## config.mk

```make
export PLATFORM = sky130hd
export DESIGN_NAME = blzd_ctrl
export DESIGN_NICKNAME = d
export VERILOG_FILES = /design/src/sv/blzd_pkg.sv /design/src/sv/blzd_ctrl.sv
export SDC_FILE = /design/constraint.sdc
export NUM_CORES = 1
export LEC_CHECK = 0
export ABC_CLOCK_PERIOD_IN_PS = 5000
export BUFFER_PORTS_ARGS = -buffer_cell sky130_fd_sc_hd__buf_2
export CORE_MARGIN = 4
export CORE_UTILIZATION = 40
export DETAILED_ROUTE_END_ITERATION = 8
export SLEW_MARGIN = 20
export SYNTH_ARGS = -nofsm -noshare
export SYNTH_HDL_FRONTEND = slang
export SYNTH_SLANG_ARGS = --single-unit
```

## constraint.sdc

```tcl
create_clock -name clock -period 5 [get_ports clock]
set_input_delay 1 -clock clock [delete_from_list [all_inputs] [get_ports clock]]
set_output_delay 1 -clock clock [all_outputs]
set_load 0.03 [all_outputs]
```

## src/sv/blzd_pkg.sv

```systemverilog
package blzd_pkg;

   localparam int unsigned WINDOW_DEPTH_DEF = 8192;
   localparam int unsigned BYTE_W           = 8;
   localparam int unsigned COUNT_W          = 32;
   localparam int unsigned LEN_BITS         = 4;
   localparam int unsigned DIST_BITS        = 12;
   localparam int unsigned MATCH_BIAS       = 3;
   localparam int unsigned LEN_W            = LEN_BITS + 1;
   localparam int unsigned DIST_W           = DIST_BITS + 1;
   localparam int unsigned FLAGS_W          = 4;
   localparam logic [FLAGS_W-1:0] FLAGS_PER_CONTROL = 4'd8;

   typedef struct packed {
      logic literal;
      logic high_load;
      logic pair_start;
      logic issue;
      logic emit;
      logic last;
   } blzd_cmd_type;

   typedef struct packed {
      logic             remaining_zero;
      logic             remaining_one;
      logic             out_free;
      logic [LEN_W-1:0] match_len;
   } blzd_status_type;

endpackage

```

## src/sv/blzd_ctrl.sv

```systemverilog
module blzd_ctrl (
   input  logic                         clock,
   input  logic                         reset,
   input  logic                         req_valid,
   input  logic [blzd_pkg::BYTE_W-1:0]  req_byte,
   output logic                         req_ready,
   input  logic                         csr_write,
   input  blzd_pkg::blzd_status_type    status,
   output blzd_pkg::blzd_cmd_type       cmd
);
   import blzd_pkg::*;

   localparam logic ST_ACCEPT = 1'b0;
   localparam logic ST_COPY   = 1'b1;

   logic               state_ff, state_in;
   logic [BYTE_W-1:0]  flag_byte_ff, flag_byte_in;
   logic [FLAGS_W-1:0] flags_left_ff, flags_left_in;
   logic               pair_pending_ff, pair_pending_in;
   logic [LEN_W-1:0]   issue_left_ff, issue_left_in;
   logic [LEN_W-1:0]   emit_left_ff, emit_left_in;
   logic               rd_pend_ff, rd_pend_in;
   logic               in_fire;

   always_comb begin
      state_in        = state_ff;
      flag_byte_in    = flag_byte_ff;
      flags_left_in   = flags_left_ff;
      pair_pending_in = pair_pending_ff;
      issue_left_in   = issue_left_ff;
      emit_left_in    = emit_left_ff;
      rd_pend_in      = rd_pend_ff;
      cmd             = '0;
      req_ready       = (state_ff == ST_ACCEPT) && status.out_free;
      in_fire         = req_valid && req_ready;

      unique case (state_ff)
         ST_ACCEPT: begin
            if (in_fire && !status.remaining_zero) begin
               if (flags_left_ff == '0) begin
                  flag_byte_in  = req_byte;
                  flags_left_in = FLAGS_PER_CONTROL;
               end else if (pair_pending_ff) begin
                  cmd.pair_start  = 1'b1;
                  pair_pending_in = 1'b0;
                  issue_left_in   = status.match_len;
                  emit_left_in    = status.match_len;
                  state_in        = ST_COPY;
               end else if (flag_byte_ff[BYTE_W-1]) begin
                  cmd.high_load   = 1'b1;
                  pair_pending_in = 1'b1;
               end else begin
                  cmd.literal   = 1'b1;
                  flag_byte_in  = flag_byte_ff << 1;
                  flags_left_in = flags_left_ff - 1'b1;
                  if (status.remaining_one) begin
                     flags_left_in = '0;
                  end
               end
            end
         end
         ST_COPY: begin
            cmd.emit  = rd_pend_ff && status.out_free;
            cmd.last  = (emit_left_ff == LEN_W'(1));
            cmd.issue = (issue_left_ff != '0) && (!rd_pend_ff || cmd.emit);
            if (cmd.issue) begin
               issue_left_in = issue_left_ff - 1'b1;
               rd_pend_in    = 1'b1;
            end else if (cmd.emit) begin
               rd_pend_in = 1'b0;
            end
            if (cmd.emit) begin
               emit_left_in = emit_left_ff - 1'b1;
               if (cmd.last) begin
                  state_in      = ST_ACCEPT;
                  flag_byte_in  = flag_byte_ff << 1;
                  flags_left_in = flags_left_ff - 1'b1;
                  if (status.remaining_one) begin
                     flags_left_in = '0;
                  end
               end
            end
         end
         default: begin
            state_in = ST_ACCEPT;
         end
      endcase

      if (csr_write) begin
         flags_left_in   = '0;
         pair_pending_in = 1'b0;
      end
   end

   always_ff @(posedge clock) begin
      if (reset) begin
         state_ff        <= ST_ACCEPT;
         flag_byte_ff    <= '0;
         flags_left_ff   <= '0;
         pair_pending_ff <= 1'b0;
         issue_left_ff   <= '0;
         emit_left_ff    <= '0;
         rd_pend_ff      <= 1'b0;
      end else begin
         state_ff        <= state_in;
         flag_byte_ff    <= flag_byte_in;
         flags_left_ff   <= flags_left_in;
         pair_pending_ff <= pair_pending_in;
         issue_left_ff   <= issue_left_in;
         emit_left_ff    <= emit_left_in;
         rd_pend_ff      <= rd_pend_in;
      end
   end

endmodule

```

==> results.yml <==
status:
  outcome: "finished clean"
grt:
  busiest_layer: "met2"
  grt_pass1_wl_mm: 6.38
  grt_max_degree: 30
  grt_use_met3: 0.0341
  grtUsageMet2: 0.227
  antenna_found_initial: 0
  grt_overflow_total: 0
  use_met1: 0.224
  grt_pass1_vias: 1352
  grt_usage: 0.153
yosys:
  ys_warn_count: 0
  synth_enable_flop_cells: 0
  ys_ff_latch: 25
  synthFlopType: "dfxtp_1"
  ys_seq_area_frac: 0.318
  post_synth_num_cell_types: 48
  syn_area_per_cell_um2: 8.74
  synth_area_um2: 1570
  synthCells: 180
  async_flop_share: 0
  synth_nets: 205
floorplanning:
  die_h_um: 70.7
  die_w_um: 70.7
  rows: 22
  num_io_pins: 27
  start_util: 0.420
  die-area_um2: 5000
  core_area_um2: 3740
layout:
  final_common_cell: "buf_2"
  nFillCells: 368
  drive_above_1_share: 0.244
  nNetsFinal: 227
  fin_area_um2: 1770
  num_antenna_cells: 0
  final_cells: 249
  synthToLayoutAreaGrowth_pct: 12.4
  mostFrequentLayoutCells: "buf_2 (26), dfxtp_1 (24), a21oi_1 (21), inv_1 (13), nand2_1 (9)"
worst_setup_path:
  cp_top_family: "simple AND/OR/NAND/NOR gates"
  r2r_start: "state_ff$_SDFF_PP0_"
  path_cells: "buf_2 > and4bb_4 > nand3_2 > inv_2 > buf_2"
  crit_type: "input pin to primary output"
  cp_common_cell: "buf_2"
  critPathBufInv: 3
  required_ns: 4.00
  cp-start-kind: "input pin"
  crit_path_top_delay_cell: "and4bb_4"
  cp_max_fo: 7
  worstPathArrival_ns: 2.08
  cp-end-kind: "primary output"
  timing.critical_path.from: "status[7]"
  critical-path-max-stage-delay_ns: 0.38
  reg2reg_slack_ns: 3.02
min_path:
  hp-class: "register to register"
  hold_start: "flag_byte_ff[0]$_SDFFE_PP0P_"
timing:
  rsz0062_at_grt: "false"
  relSlewSlack: 0.557
  tns_ns: 0
  fin_worst_skew_ns: 0.00354
  fin_crit_ns: 3.08
  fin_crit_sh: 0.616
  max_freq_ghz: 0.325
  final-setup-viol-count: 0
  worstMarginPinSlew_ns: 0.662
  hold_violations: 0
  drv_slew: 0
pwr:
  irDropWorstVdd_mv: 0.148
  power.leakage_nw: 0.699
  p_per_area_nw_per_um2: 206
drt:
  drt_iter0_drc: 114
  routedWlPerCell_um: 15.0
  vias_per_cell: 5.71
  wl_mm: 3.75
  drc: 0
  ant_nets: 0
  vias: 1421
  first_pass_iters: 4
job:
  maxCapViolCount: 0
placement:
  place_congestion: 0.778
  hpwlAfterDp_mm: 2.69
  dpl_cell_area_um2: 1710
  dp.cells: 245
  io_buffers: 26
cts:
  clock_latency_ns: 0.27
  postCtsResizedCells: 0
  h-tree-depth: 1
  ctsHoldBuffers: 0
  clock-sinks: 25
  clk_pin_slew_worst_paths_ns: 0.09
  postCtsSetupBuffers: 0
  cts.path.max_buffers: 2
  cts-root-buf: "clkbuf_8"
  cts_tree: "built"
  cts_buffers: 3
## final cells by class
class	count	area [um2]	area share
Inverter	15	58.8	0.0333
Timing Repair Buffer	26	130	0.0736
Multi-Input combinational cell	131	972	0.550
Tap cell	48	60.1	0.0340
Sequential cell	25	502	0.284
Clock buffer	4	45.0	0.0255
## worst min-delay path, stage by stage, from the launching register on
cell     delay, ns
dfxtp_1       0.32
nand3_1       0.07
a21oi_1       0.06
## metrics by stage
stage / total power [W] / worst slack, ns / hold slack (ns) / utilization
after floorplan: 0.000231 / 1.75 / 0.443 / -
after global placement: 0.000245 / 1.96 / 0.460 / 0.458
after detailed placement: 0.000246 / 1.92 / 0.470 / 0.458
after CTS: 0.000369 / 1.93 / 0.485 / 0.470
after global routing: 0.000377 / 1.85 / 0.504 / 0.472
final: 0.000363 / 1.92 / 0.490 / 0.472
## final timing paths
kind / endpoint / cells past startpoint
worst max-delay path: cmd[3] / 5
worst min-delay path: flag_byte_ff[0]$_SDFFE_PP0P_ / 2
worst max register to register: flag_byte_ff[4]$_SDFFE_PP0P_ / 4
worst min register to register: flag_byte_ff[0]$_SDFFE_PP0P_ / 2
## cell usage after synthesis, drive strengths merged, types with 4 or more instances
cell type  count  area (um2)
o31ai          7        57.6
nor3           9        50.1
a31oi          4        40.0
dfxtp         25         500
nand3          5        30.0
a21oi         21         105
nand2          9        33.8
o21ai          6        30.0
a22oi          7        52.6
nor2b          7        43.8
ha             5        62.6
inv           15        58.8
clkbuf         4        15.0
buf            5        35.0
o32ai          4        57.6
nor2           9        50.1
## power by group
group	leakage [nW]	switching, W	internal, W
clock network	0.0228	0.0000647	0.0000570
registers	0.203	0.00000246	0.000202
logic	0.473	0.0000211	0.0000158
total	0.699	0.0000882	0.000275
## routing by layer
layer,vias to the layer above,wire (um)
li1,721,-
met1,663,1870
met2,31,1680
met3,6,149
met4,0,44
met5,-,0
## state kept, by name, summed over array words and instances, names as in the netlist
register         cells
state_ff             1
flags_left_ff        4
pair_pending_ff      1
flag_byte_ff         8
rd_pend_ff           1
issue_left_ff        5
emit_left_ff         5
## kinds of logic (layout without fill, tap and decap cells)
| family | after synthesis | count (layout) | synth area share |
|---|---|---|---|
| compound gates | 65 | 65 | 0.317 |
| simple gates | 58 | 58 | 0.236 |
| flops | 25 | 25 | 0.318 |
| buf+inv | 24 | 45 | 0.0692 |
| fa+ha+maj | 5 | 5 | 0.0398 |
| mux | 3 | 3 | 0.0191 |
No activity file was read; power rests on OpenSTA's default activity.
